===== config.mk =====
export PLATFORM = sky130hd
export DESIGN_NAME = fork_pair_arbiter_with_starvation_watch
export DESIGN_NICKNAME = d
export VERILOG_FILES = /design/src/design/fpa_pkg.sv /design/src/design/fork_pair_arbiter_with_starvation_watch.sv
export SDC_FILE = /design/constraint.sdc
export NUM_CORES = 1
export LEC_CHECK = 0
export CORE_MARGIN = 3
export CORE_UTILIZATION = 45
export DETAILED_ROUTE_END_ITERATION = 10
export DONT_BUFFER_PORTS = 1
export SLEW_MARGIN = 10
export SYNTH_ARGS = -nofsm -noshare
export SYNTH_HDL_FRONTEND = slang
export SYNTH_SLANG_ARGS = --single-unit

===== constraint.sdc =====
create_clock -name i_clk -period 4.7 [get_ports i_clk]
set_clock_uncertainty 0.1 [all_clocks]
set_input_delay 0.94 -clock i_clk [delete_from_list [all_inputs] [get_ports i_clk]]
set_output_delay 0.94 -clock i_clk [all_outputs]
set_load 0.01 [all_outputs]

===== src/design/fpa_pkg.sv =====
`timescale 1ns / 1ps
// ----------------------------------------------------------------------------
// fpa_pkg: fork pair arbiter shared definitions
// Field widths, command and register codes, and reset values of the
// configuration registers.
// ----------------------------------------------------------------------------
package fpa_pkg;

    localparam int CMD_W      = 2;
    localparam int REQ_W      = 3;
    localparam int NOW_W      = 32;
    localparam int OUT_IDX_W  = 3;
    localparam int NUM_W      = 4;
    localparam int LIMIT_W    = 32;
    localparam int MEAL_W     = 16;
    localparam int CFG_ADDR_W = 2;
    localparam int CFG_DATA_W = 32;

    localparam int S_DATA_W = 40;
    localparam int M_DATA_W = 8;

    localparam logic [CMD_W-1:0] CMD_REQUEST = 2'd0;
    localparam logic [CMD_W-1:0] CMD_RELEASE = 2'd1;
    localparam logic [CMD_W-1:0] CMD_CHECK   = 2'd2;

    localparam logic [CFG_ADDR_W-1:0] CFG_NUM_REQ      = 2'd0;
    localparam logic [CFG_ADDR_W-1:0] CFG_STARVE_LIMIT = 2'd1;
    localparam logic [CFG_ADDR_W-1:0] CFG_MEAL_LIMIT   = 2'd2;

    localparam logic [NUM_W-1:0]   NUM_RESET    = 4'd5;
    localparam logic [LIMIT_W-1:0] STARVE_RESET = 32'd800;
    localparam logic [MEAL_W-1:0]  MEAL_RESET   = 16'd0;

endpackage


===== src/design/fork_pair_arbiter_with_starvation_watch.sv =====
`timescale 1ns / 1ps
// ----------------------------------------------------------------------------
// fork_pair_arbiter_with_starvation_watch: ring pair arbiter
// Grants requester r resources r and r+1 (mod N) when both are free and no
// requester holds an older grant time; counts meals on release and flags the
// first requester whose time since its last grant exceeds the starve limit.
// ----------------------------------------------------------------------------
// One beat at a time: after a beat is accepted the block reads the entry of
// the addressed requester and then scans the stored grant times and meal
// counts of the N ring members through a single registered read port, one
// entry per cycle. The next beat is accepted only once the scan is over and
// the result has gone into the output register; the scan over the one read
// port thus sets the pace. A finished result may wait on the output register
// while the next beat is accepted and worked on.
module fork_pair_arbiter_with_starvation_watch #(
    parameter int MAX_REQUESTERS = 8,
    parameter int TIME_BITS      = 32
) (
    input  logic                            i_clk,
    input  logic                            i_rst_n,
    input  logic                            i_cfg_we,
    input  logic [fpa_pkg::CFG_ADDR_W-1:0]  i_cfg_addr,
    input  logic [fpa_pkg::CFG_DATA_W-1:0]  i_cfg_wdata,
    input  logic                            s_axis_tvalid,
    output logic                            s_axis_tready,
    // [2:0] requester, [34:3] now, [39:35] zero
    input  logic [fpa_pkg::S_DATA_W-1:0]    s_axis_tdata,
    // [1:0] command
    input  logic [fpa_pkg::CMD_W-1:0]       s_axis_tuser,
    output logic                            m_axis_tvalid,
    input  logic                            m_axis_tready,
    // [0] granted, [1] starved, [4:2] starved_index, [5] all_full, [7:6] zero
    output logic [fpa_pkg::M_DATA_W-1:0]    m_axis_tdata
);
    import fpa_pkg::*;

    localparam int IDX_W = (MAX_REQUESTERS > 1) ? $clog2(MAX_REQUESTERS) : 1;
    localparam int N_W   = ($clog2(MAX_REQUESTERS + 1) > NUM_W) ?
                           $clog2(MAX_REQUESTERS + 1) : NUM_W;
    localparam int CMP_W = (TIME_BITS > LIMIT_W) ? TIME_BITS : LIMIT_W;

    typedef enum logic [2:0] {
        ST_IDLE,
        ST_FETCH,
        ST_OWN,
        ST_SCAN,
        ST_DONE
    } t_state;

    t_state                r_state;
    logic [NUM_W-1:0]      r_num;
    logic [LIMIT_W-1:0]    r_starve_limit;
    logic [MEAL_W-1:0]     r_meal_limit;

    logic [CMD_W-1:0]      r_cmd;
    logic [REQ_W-1:0]      r_req;
    logic [TIME_BITS-1:0]  r_t;
    logic [TIME_BITS-1:0]  r_own_time;

    logic [N_W-1:0]        r_i;
    logic                  r_eval;
    logic [IDX_W-1:0]      r_eidx;
    logic                  r_older;
    logic                  r_notfull;
    logic                  r_found;
    logic [IDX_W-1:0]      r_fidx;
    logic                  r_starve_seen;

    logic [MAX_REQUESTERS-1:0] r_busy;
    logic [MAX_REQUESTERS-1:0] r_tv;
    logic [MAX_REQUESTERS-1:0] r_mv;

    logic [TIME_BITS-1:0]  mem_time [MAX_REQUESTERS];
    logic [MEAL_W-1:0]     mem_meal [MAX_REQUESTERS];
    logic [TIME_BITS-1:0]  r_rd_time;
    logic [MEAL_W-1:0]     r_rd_meal;
    logic                  r_rd_tv;
    logic                  r_rd_mv;

    logic                  r_m_valid;
    logic                  r_o_granted;
    logic                  r_o_starved;
    logic [OUT_IDX_W-1:0]  r_o_index;
    logic                  r_o_full;

    logic [N_W-1:0]        w_n;
    logic [N_W-1:0]        w_req_n;
    logic [N_W-1:0]        w_nb_n;
    logic                  w_in_ring;
    logic [IDX_W-1:0]      w_ridx;
    logic [IDX_W-1:0]      w_nbidx;
    logic [IDX_W-1:0]      w_raddr;
    logic [TIME_BITS-1:0]  w_rd_time;
    logic [MEAL_W-1:0]     w_rd_meal;
    logic [MEAL_W-1:0]     w_meal_inc;
    logic [TIME_BITS-1:0]  w_diff;
    logic                  w_late;
    logic                  w_meal_we;
    logic                  w_fire;
    logic                  w_grant;
    logic                  w_mark;

    assign w_n       = (N_W'(r_num) > N_W'(MAX_REQUESTERS)) ? N_W'(MAX_REQUESTERS)
                                                            : N_W'(r_num);
    assign w_req_n   = N_W'(r_req);
    assign w_in_ring = (w_req_n < w_n);
    assign w_nb_n    = ((w_req_n + N_W'(1)) == w_n) ? '0 : (w_req_n + N_W'(1));
    assign w_ridx    = IDX_W'(r_req);
    assign w_nbidx   = IDX_W'(w_nb_n);
    assign w_raddr   = (r_state == ST_FETCH) ? w_ridx : r_i[IDX_W-1:0];

    assign w_rd_time  = r_rd_tv ? r_rd_time : '0;
    assign w_rd_meal  = r_rd_mv ? r_rd_meal : '0;
    assign w_meal_inc = w_rd_meal + MEAL_W'(1);
    assign w_diff     = r_t - w_rd_time;
    assign w_late     = (r_t >= w_rd_time) &&
                        (CMP_W'(w_diff) > CMP_W'(r_starve_limit));

    assign w_meal_we = (r_state == ST_OWN) && (r_cmd == CMD_RELEASE) && w_in_ring &&
                       (r_meal_limit != '0) && (w_rd_meal < r_meal_limit);
    assign w_fire    = (r_state == ST_DONE) && (!r_m_valid || m_axis_tready);
    assign w_grant   = (r_cmd == CMD_REQUEST) && (w_n > N_W'(1)) && w_in_ring &&
                       !r_busy[w_ridx] && !r_busy[w_nbidx] && !r_older;
    assign w_mark    = (r_cmd == CMD_CHECK) && !r_starve_seen && r_found;

    assign s_axis_tready = (r_state == ST_IDLE);
    assign m_axis_tvalid = r_m_valid;
    assign m_axis_tdata  = {2'b00, r_o_full, r_o_index, r_o_starved, r_o_granted};

    // grant time and meal count stores, one registered read port
    always_ff @(posedge i_clk) begin
        r_rd_time <= mem_time[w_raddr];
        r_rd_meal <= mem_meal[w_raddr];
        if (w_meal_we) begin
            mem_meal[w_ridx] <= w_meal_inc;
        end
        if (w_fire && w_grant) begin
            mem_time[w_ridx] <= r_t;
        end
    end

    always_ff @(posedge i_clk) begin
        if (!i_rst_n) begin
            r_state        <= ST_IDLE;
            r_num          <= NUM_RESET;
            r_starve_limit <= STARVE_RESET;
            r_meal_limit   <= MEAL_RESET;
            r_busy         <= '0;
            r_tv           <= '0;
            r_mv           <= '0;
            r_starve_seen  <= 1'b0;
            r_m_valid      <= 1'b0;
            r_eval         <= 1'b0;
            r_rd_tv        <= 1'b0;
            r_rd_mv        <= 1'b0;
        end else begin
            if (i_cfg_we) begin
                case (i_cfg_addr)
                    CFG_NUM_REQ:      r_num          <= i_cfg_wdata[NUM_W-1:0];
                    CFG_STARVE_LIMIT: r_starve_limit <= i_cfg_wdata[LIMIT_W-1:0];
                    CFG_MEAL_LIMIT:   r_meal_limit   <= i_cfg_wdata[MEAL_W-1:0];
                    default: ;
                endcase
            end
            if (r_m_valid && m_axis_tready && !w_fire) begin
                r_m_valid <= 1'b0;
            end
            r_rd_tv <= r_tv[w_raddr];
            r_rd_mv <= r_mv[w_raddr];
            case (r_state)
                ST_IDLE: begin
                    if (s_axis_tvalid) begin
                        r_cmd   <= s_axis_tuser;
                        r_req   <= s_axis_tdata[REQ_W-1:0];
                        r_t     <= TIME_BITS'(s_axis_tdata[REQ_W +: NOW_W]);
                        r_state <= ST_FETCH;
                    end
                end
                ST_FETCH: begin
                    r_state <= ST_OWN;
                end
                ST_OWN: begin
                    r_own_time <= w_rd_time;
                    if (w_meal_we) begin
                        r_mv[w_ridx] <= 1'b1;
                    end
                    r_i       <= '0;
                    r_eval    <= 1'b0;
                    r_older   <= 1'b0;
                    r_notfull <= 1'b0;
                    r_found   <= 1'b0;
                    r_fidx    <= '0;
                    r_state   <= ST_SCAN;
                end
                ST_SCAN: begin
                    if (r_eval) begin
                        if (w_rd_time < r_own_time) begin
                            r_older <= 1'b1;
                        end
                        if (w_rd_meal < r_meal_limit) begin
                            r_notfull <= 1'b1;
                        end
                        if (!r_found && w_late) begin
                            r_found <= 1'b1;
                            r_fidx  <= r_eidx;
                        end
                    end
                    if (r_i < w_n) begin
                        r_eval <= 1'b1;
                        r_eidx <= r_i[IDX_W-1:0];
                        r_i    <= r_i + N_W'(1);
                    end else begin
                        r_eval <= 1'b0;
                        if (!r_eval) begin
                            r_state <= ST_DONE;
                        end
                    end
                end
                ST_DONE: begin
                    if (w_fire) begin
                        r_m_valid   <= 1'b1;
                        r_o_granted <= w_grant;
                        r_o_starved <= r_starve_seen || w_mark;
                        r_o_index   <= w_mark ? OUT_IDX_W'(r_fidx) : '0;
                        r_o_full    <= (r_meal_limit != '0) && !r_notfull;
                        if (w_grant) begin
                            r_busy[w_ridx]  <= 1'b1;
                            r_busy[w_nbidx] <= 1'b1;
                            r_tv[w_ridx]    <= 1'b1;
                        end
                        if ((r_cmd == CMD_RELEASE) && w_in_ring) begin
                            r_busy[w_ridx]  <= 1'b0;
                            r_busy[w_nbidx] <= 1'b0;
                        end
                        if (w_mark) begin
                            r_starve_seen <= 1'b1;
                        end
                        r_state <= ST_IDLE;
                    end
                end
                default: begin
                    r_state <= ST_IDLE;
                end
            endcase
        end
    end

`ifndef SYNTHESIS
    a_grant_only_on_request: assert property (@(posedge i_clk) disable iff (!i_rst_n)
        (w_fire && w_grant) |-> (r_cmd == CMD_REQUEST))
        else $error("grant reported for a beat that was not a request");

    a_index_needs_mark: assert property (@(posedge i_clk) disable iff (!i_rst_n)
        (r_m_valid && (r_o_index != '0)) |-> r_o_starved)
        else $error("starved index without starvation mark");

    a_mark_sticky: assert property (@(posedge i_clk) disable iff (!i_rst_n)
        r_starve_seen |=> r_starve_seen)
        else $error("starvation mark cleared");

    a_grant_takes_pair: assert property (@(posedge i_clk) disable iff (!i_rst_n)
        (w_fire && w_grant) |=> (r_busy[w_ridx] && r_busy[w_nbidx]))
        else $error("granted pair not marked busy");

    a_scan_bound: assert property (@(posedge i_clk) disable iff (!i_rst_n)
        (r_state == ST_SCAN) |-> (r_i <= w_n))
        else $error("scan index ran past ring size");
`endif

endmodule


==> metrics.yaml, run 1 <==
required_ps: 4970
ios: 91
ant_nets: 0
finalSetupViolations: 0
grt_pass1_vias: 18700
drive_gt1_frac: 0.128
ys.warnings.count: 0
gp_congestion: 0.924
hold_viol_final: 0
end_kind: "flip-flop"
grt-ovfl-total: 0
routed_wirelength_um: 69300
synth-seq-cells: 604
port_buffers: 0
synth_edf_count: 472
route.detailed.drc: 0
vias_per_cell: 5.47
critPathKind: "flip-flop to flip-flop"
clk_pin_slew_worst_paths_ps: 60
first_pass_iters: 5
cellLeakagePower_nw: 12.2
clock_latency_ps: 620
synthArstFlopShare: 0
die_h_um: 251
finalCritPeriodShare: 0.973
fmax_mhz: 219
syn_to_final_growth_pct: 16.3
start_util: 0.455
ys_top_cells_by_count: "nand2_1, edfxtp_1, nand3_1, inv_1, dfxtp_1"
detailed_place_hpwl_um: 44800
max-cap-violations: 0
startpoint_type: "flip-flop"
netlist.area_leader.share: 0.526
antenna_found_initial: 1
synth_most_common_cell: "nand2_1"
dieWidth_um: 251
relSlewSlack: 0.286
crit_arrival_ps: 4840
postSynthAreaPerCell_um2: 10.8
worstPathMaxFanout: 7
synth_seq_area_share: 0.624
num_vias: 18800
grt_pass1_wl_um: 106000
slew_violations: 0
synth_cell_types: 67
htree_levels: 3
synth_area_leaders: "edfxtp_1, dfxtp_1, nand2_1, ha_1, nand3_1"
power_density_nw_per_um2: 451
p_total_mw: 14.1
numCtsBuffers: 66
ir_drop_uv: 471
clockRootBuffer: "clkbuf_16"
synth_area_leader_cell: "edfxtp_1"
die_area_um2: 62800
synth_top_family_by_area: "simple AND/OR/NAND/NOR gates"
row_count: 89
synthMuxAreaShare: 0.00478
layout.nets: 2804
core_um2: 59100
rsz0062_at_grt: "yes"
cts_tree: "done"
synth_top_flop_cell: "edfxtp_1"
worst_pin_slew_ps: 1070
synth_area_um2: 26900
synth_xor_area_frac: 0.0149
grt_use_total: 0.219
synthCells: 2497
synth-compound-area-share: 0.0773
grt_max_degree: 93
cts_buffer_depth: 3
hold_class: "input pin to flip-flop"
yosys.area_share.simple: 0.183
synth-adder-area-share: 0.0570
drt_iter0_drc: 1475
fin_hold_ws_ps: 309
post_drt_wl_per_cell_um: 20.2
min_period_ps: 4570
cts.sinks: 604
status: "complete, no violations"
==> placed cells by master (no fill, tap or decap), types with 26 or more instances in the layout <==
cell / instances
nand3_1: 282
ha_1: 116
nand2_1: 638
buf_4: 147
inv_1: 134
clkbuf_16: 68
edfxtp_1: 472
o21ai_0: 77
nor2_1: 46
a21oi_1: 107
a21o_1: 41
dfxtp_1: 131
xnor2_1: 26
==> routing by layer <==
layer | up-vias | wire, µm | track usage
li1 | 8990 | - | -
met1 | 9118 | 28700 | 0.281
met2 | 517 | 33600 | 0.366
met3 | 147 | 4000 | 0.0390
met4 | 0 | 3000 | 0.0958
met5 | - | 0 | 0
==> state kept, by name, summed over array words and instances (netlist names), 16 cells and up <==
register	cells
mem_meal	128
mem_time	256
r_meal_limit	16
r_own_time	32
r_rd_meal	16
r_rd_time	32
r_starve_limit	32
r_t	32
==> repair_timing <==
action                                  CTS  global route
endpoints found under the setup margin    4             4
hold buffers                              0             0
hold endpoints to repair                  0             0
gates resized for setup                  19            44
pin swaps                                 4            29
setup buffers                             1             1
==> area by class of cell <==
cell class	count	area, µm²
clock buffer	84	1770
antenna	1	2.50
timing repair buffer	165	1430
tap	773	967
inverter	135	507
sequential	604	16800
clock inverter	38	385
multi-input combinational	1629	9430
fill	5093	27800
==> report_power, final <==
part | internal (mW) | switching [mW] | total (mW) | leakage (nW)
clock network | 3.03 | 2.11 | 5.14 | 1.05
logic | 1.06 | 1.67 | 2.73 | 5.73
registers | 6.06 | 0.201 | 6.26 | 5.38
==> kinds of logic (layout without fill, tap and decap cells) <==
group	after synthesis	in the layout
multiplexers	11	11
AND/OR/NAND/NOR	1115	1115
adder cells (fa/ha/maj)	122	122
other	1	3
flip-flops	604	604
buffers and inverters	265	422
AO/OA/AOI/OAI	334	334
XOR/XNOR	45	45
==> worst max-delay path, cell delays in order (launching register included) <==
cell	delay, ps
dfxtp_4	370
buf_12	140
buf_8	130
and2_1	150
ha_1	190
buf_4	140
fa_2	330
nor2b_1	120
o21ai_1	90
a21o_1	210
a21oi_2	170
nand2b_4	150
a21oi_2	90
o21bai_1	170
xor2_1	160
ha_1	270
a21o_1	190
a21oi_2	140
o21ai_1	90
nand3_1	90
nand2_2	80
a2111oi_4	480
o41ai_4	130
buf_6	170
==> through the flow <==
stage / setup slack [ps] / cells / setup TNS (ps) / utilization / area, µm²
after detailed placement: -357 / 3307 / -1430 / 0.489 / 28900
after global placement: -421 / 3307 / -1680 / 0.489 / 28900
after global routing: -74.8 / 3428 / -251 / 0.530 / 31300
after CTS: -11.6 / 3429 / -11.6 / 0.526 / 31100
final: 128 / 3429 / 0 / 0.530 / 31300
after floorplan: -344 / 2498 / -54990 / - / 26900
==> path summary, 6_finish.rpt <==
kind	from	to	slack [ps]	cells after the start
max	r_rd_tv$_SDFF_PN0_	r_found$_DFFE_PP_	130	23
min	s_axis_tuser[0]	r_cmd[0]$_DFFE_PP_	310	0
max reg2reg	r_rd_tv$_SDFF_PN0_	r_found$_DFFE_PP_	130	23
min reg2reg	r_starve_limit[22]$_SDFFE_PN0P_	r_starve_limit[22]$_SDFFE_PN0P_	350	2
Note: power is estimated with default switching activity, not from simulation.
==> run 2, diff against run 1 <==
--- a/config.mk
+++ b/config.mk
@@ -5,10 +5,13 @@
 export SDC_FILE = /design/constraint.sdc
 export NUM_CORES = 1
 export LEC_CHECK = 0
+export CELL_PAD_IN_SITES_DETAIL_PLACEMENT = 1
+export CELL_PAD_IN_SITES_GLOBAL_PLACEMENT = 1
 export CORE_MARGIN = 3
 export CORE_UTILIZATION = 45
 export DETAILED_ROUTE_END_ITERATION = 10
 export DONT_BUFFER_PORTS = 1
+export PLACE_DENSITY_LB_ADDON = 0.1
 export SLEW_MARGIN = 10
 export SYNTH_ARGS = -nofsm -noshare
 export SYNTH_HDL_FRONTEND = slang
==> constraint.sdc (replaced) <==
create_clock -name i_clk -period 4.7 [get_ports i_clk]
set_clock_uncertainty 0.1 [all_clocks]
set_input_delay 0.235 -clock i_clk [delete_from_list [all_inputs] [get_ports i_clk]]
set_output_delay 0.235 -clock i_clk [all_outputs]
set_load 0.01 [all_outputs]
==> run 2 against run 1 <==
Core utilization increased by 1.5 points. Die area stayed put. Cell count increased by 1.4%. Flip-flop and latch count did not move. Critical path depth is the same. Worst setup slack worse by 8.0 ps. Via count rose by 3.5%. Final area rose by 2.8%. Sequential share of layout area fell by 1.5 points. Worst hold slack got worse by 250 ps. Register-to-register slack barely moved. Largest power group unchanged.
==> metrics.yaml, run 2 (synthesized netlist as in run 1, its figures left out) <==
status: "complete, no violations"
internal-power_mw: 10.6
first_pass_iters: 5
seq_power_share: 0.425
clockRootBuffer: "clkbuf_16"
dieWidth_um: 251
die_area_um2: 62800
worst_pin_slew_ps: 971
regMostFlops: "mem_time"
end_kind: "flip-flop"
p_total_mw: 14.7
grt_pass1_vias: 20500
clkPwrFrac: 0.382
met1_length_um: 33400
top_layer_used: "met4"
cts.sinks: 604
grt_pass1_wl_um: 120000
power_density_nw_per_um2: 458
finalCritPeriodShare: 0.975
route.met3.wl_um: 2890
numCtsBuffers: 68
finalSetupViolations: 0
fmax_mhz: 218
cts_tree: "done"
num_vias: 19400
startpoint_type: "flip-flop"
layout.nets: 2852
switching_share: 0.281
layout_setup_ws_ps: 120
final_common_cell: "nand2_1"
hold_viol_final: 0
layout_common_cells: "nand2_1, edfxtp_1, nand3_1"
detailed_place_hpwl_um: 49300
fin_hold_ws_ps: 57.0
n_antenna_cell: 0
ant_nets: 0
cellLeakagePower_nw: 12.4
critPathKind: "flip-flop to flip-flop"
htree_levels: 3
combPwrFrac: 0.193
row_count: 89
grt-ovfl-total: 0
worstPathMaxFanout: 7
min_period_ps: 4580
antenna_found_initial: 0
drive_gt1_frac: 0.117
ir_drop_uv: 389
relSlewSlack: 0.350
crit_arrival_ps: 4800
slew_violations: 0
drt_iter0_drc: 1163
p_switching_mw: 4.14
start_util: 0.455
gp_congestion: 0.869
grt_max_degree: 70
cts_buffer_depth: 3
grt_use_total: 0.248
pre_cts_slack_ps: -211
core_um2: 59100
wl_met2_um: 40200
vias_per_cell: 5.59
clock_latency_ps: 610
ios: 91
syn_to_final_growth_pct: 19.5
port_buffers: 0
post_drt_wl_per_cell_um: 22.7
die_h_um: 251
clk_pin_slew_worst_paths_ps: 60
largest_reg_flops: 256
finish.utilization: 0.545
required_ps: 4920
max-cap-violations: 0
reg_top3: "mem_time (256), mem_meal (128)"
route.detailed.drc: 0
hold_class: "input pin to flip-flop"
routed_wirelength_um: 78800
-- run 2: changes by cell type in the layout (fill, tap and decap cells not counted), sizes merged, moves of 3 or more --
cell / before / now
inv: 141 / 137
dlygate4sd3: 0 / 79
buf: 165 / 131
clkbuf: 84 / 91
bufinv: 6 / 11
clkinv: 23 / 20
-- run 2: per-layer routing --
metal | up-vias | GRT usage
met1 | 9867 | 0.308
li1 | 9082 | -
met2 | 345 | 0.446
met4 | 0 | 0.0807
met3 | 129 | 0.0375
met5 | - | 0
-- run 2: per-stage QoR --
step,std cells,setup TNS [ps],cell area (µm²)
after global placement,3263,-566,28600
after global routing,3477,-180,32200
final,3477,0,32200
after detailed placement,3263,-845,28600
after floorplan,2498,-54990,26900
after CTS,3468,0,31800
-- run 2: layout make-up --
class	count	area, µm²
clock inverters	35	475
well taps	773	967
fillers	6202	26900
flip-flops and latches	604	16800
clock buffers	90	1900
multi-input cells	1629	9500
repair buffers	211	2030
inverters	135	507
-- run 2: worst max-delay path, cell delays in order (launching register included) --
cell       delay, ps
dfxtp_4          380
buf_12           140
buf_4            130
nand2_2           70
ha_4             220
o211ai_1         300
a21oi_2          100
buf_4            150
nor2b_2          130
o21ai_2           80
a21o_1           170
a21o_1           210
a31oi_2          190
xnor2_1          110
ha_1             290
and4_1           220
nand3_1          120
a221oi_2         200
a21oi_1          110
a21oi_2          180
a2111oi_4         60
buf_4            150
o41ai_4          270
buf_4            200
-- run 2: repair_timing --
item                                    CTS  global route
cloned                                    0             1
endpoints found under the setup margin    4             4
pin swaps                                 1            24
resized for setup                         8            53
hold buffers                             80             0
hold endpoints to repair                124             0
setup buffers                             0             8
-- run 2: power groups by stage --
| stage | combinational [mW] | sequential, mW | clock (mW) |
|---|---|---|---|
| 2_1_floorplan | 1.73 | 6.27 | 0 |
| 3_3_place_gp | 2.54 | 6.36 | 0 |
| 3_5_place_dp | 2.64 | 6.36 | 0 |
| 4_1_cts | 2.75 | 6.26 | 5.74 |
| 5_1_grt | 3.17 | 6.28 | 5.96 |
| 6_report | 2.84 | 6.26 | 5.64 |
-- run 2: final timing paths --
path	start	end	slack (ps)	cells past startpoint
worst max-delay path	r_rd_tv$_SDFF_PN0_	r_fidx[2]$_SDFFCE_PN0P_	120	23
worst min-delay path	s_axis_tvalid	r_req[2]$_DFFE_PP_	60	1
worst max register to register	r_rd_tv$_SDFF_PN0_	r_fidx[2]$_SDFFCE_PN0P_	120	23
worst min register to register	r_starve_limit[4]$_SDFFE_PN0P_	r_starve_limit[4]$_SDFFE_PN0P_	360	2
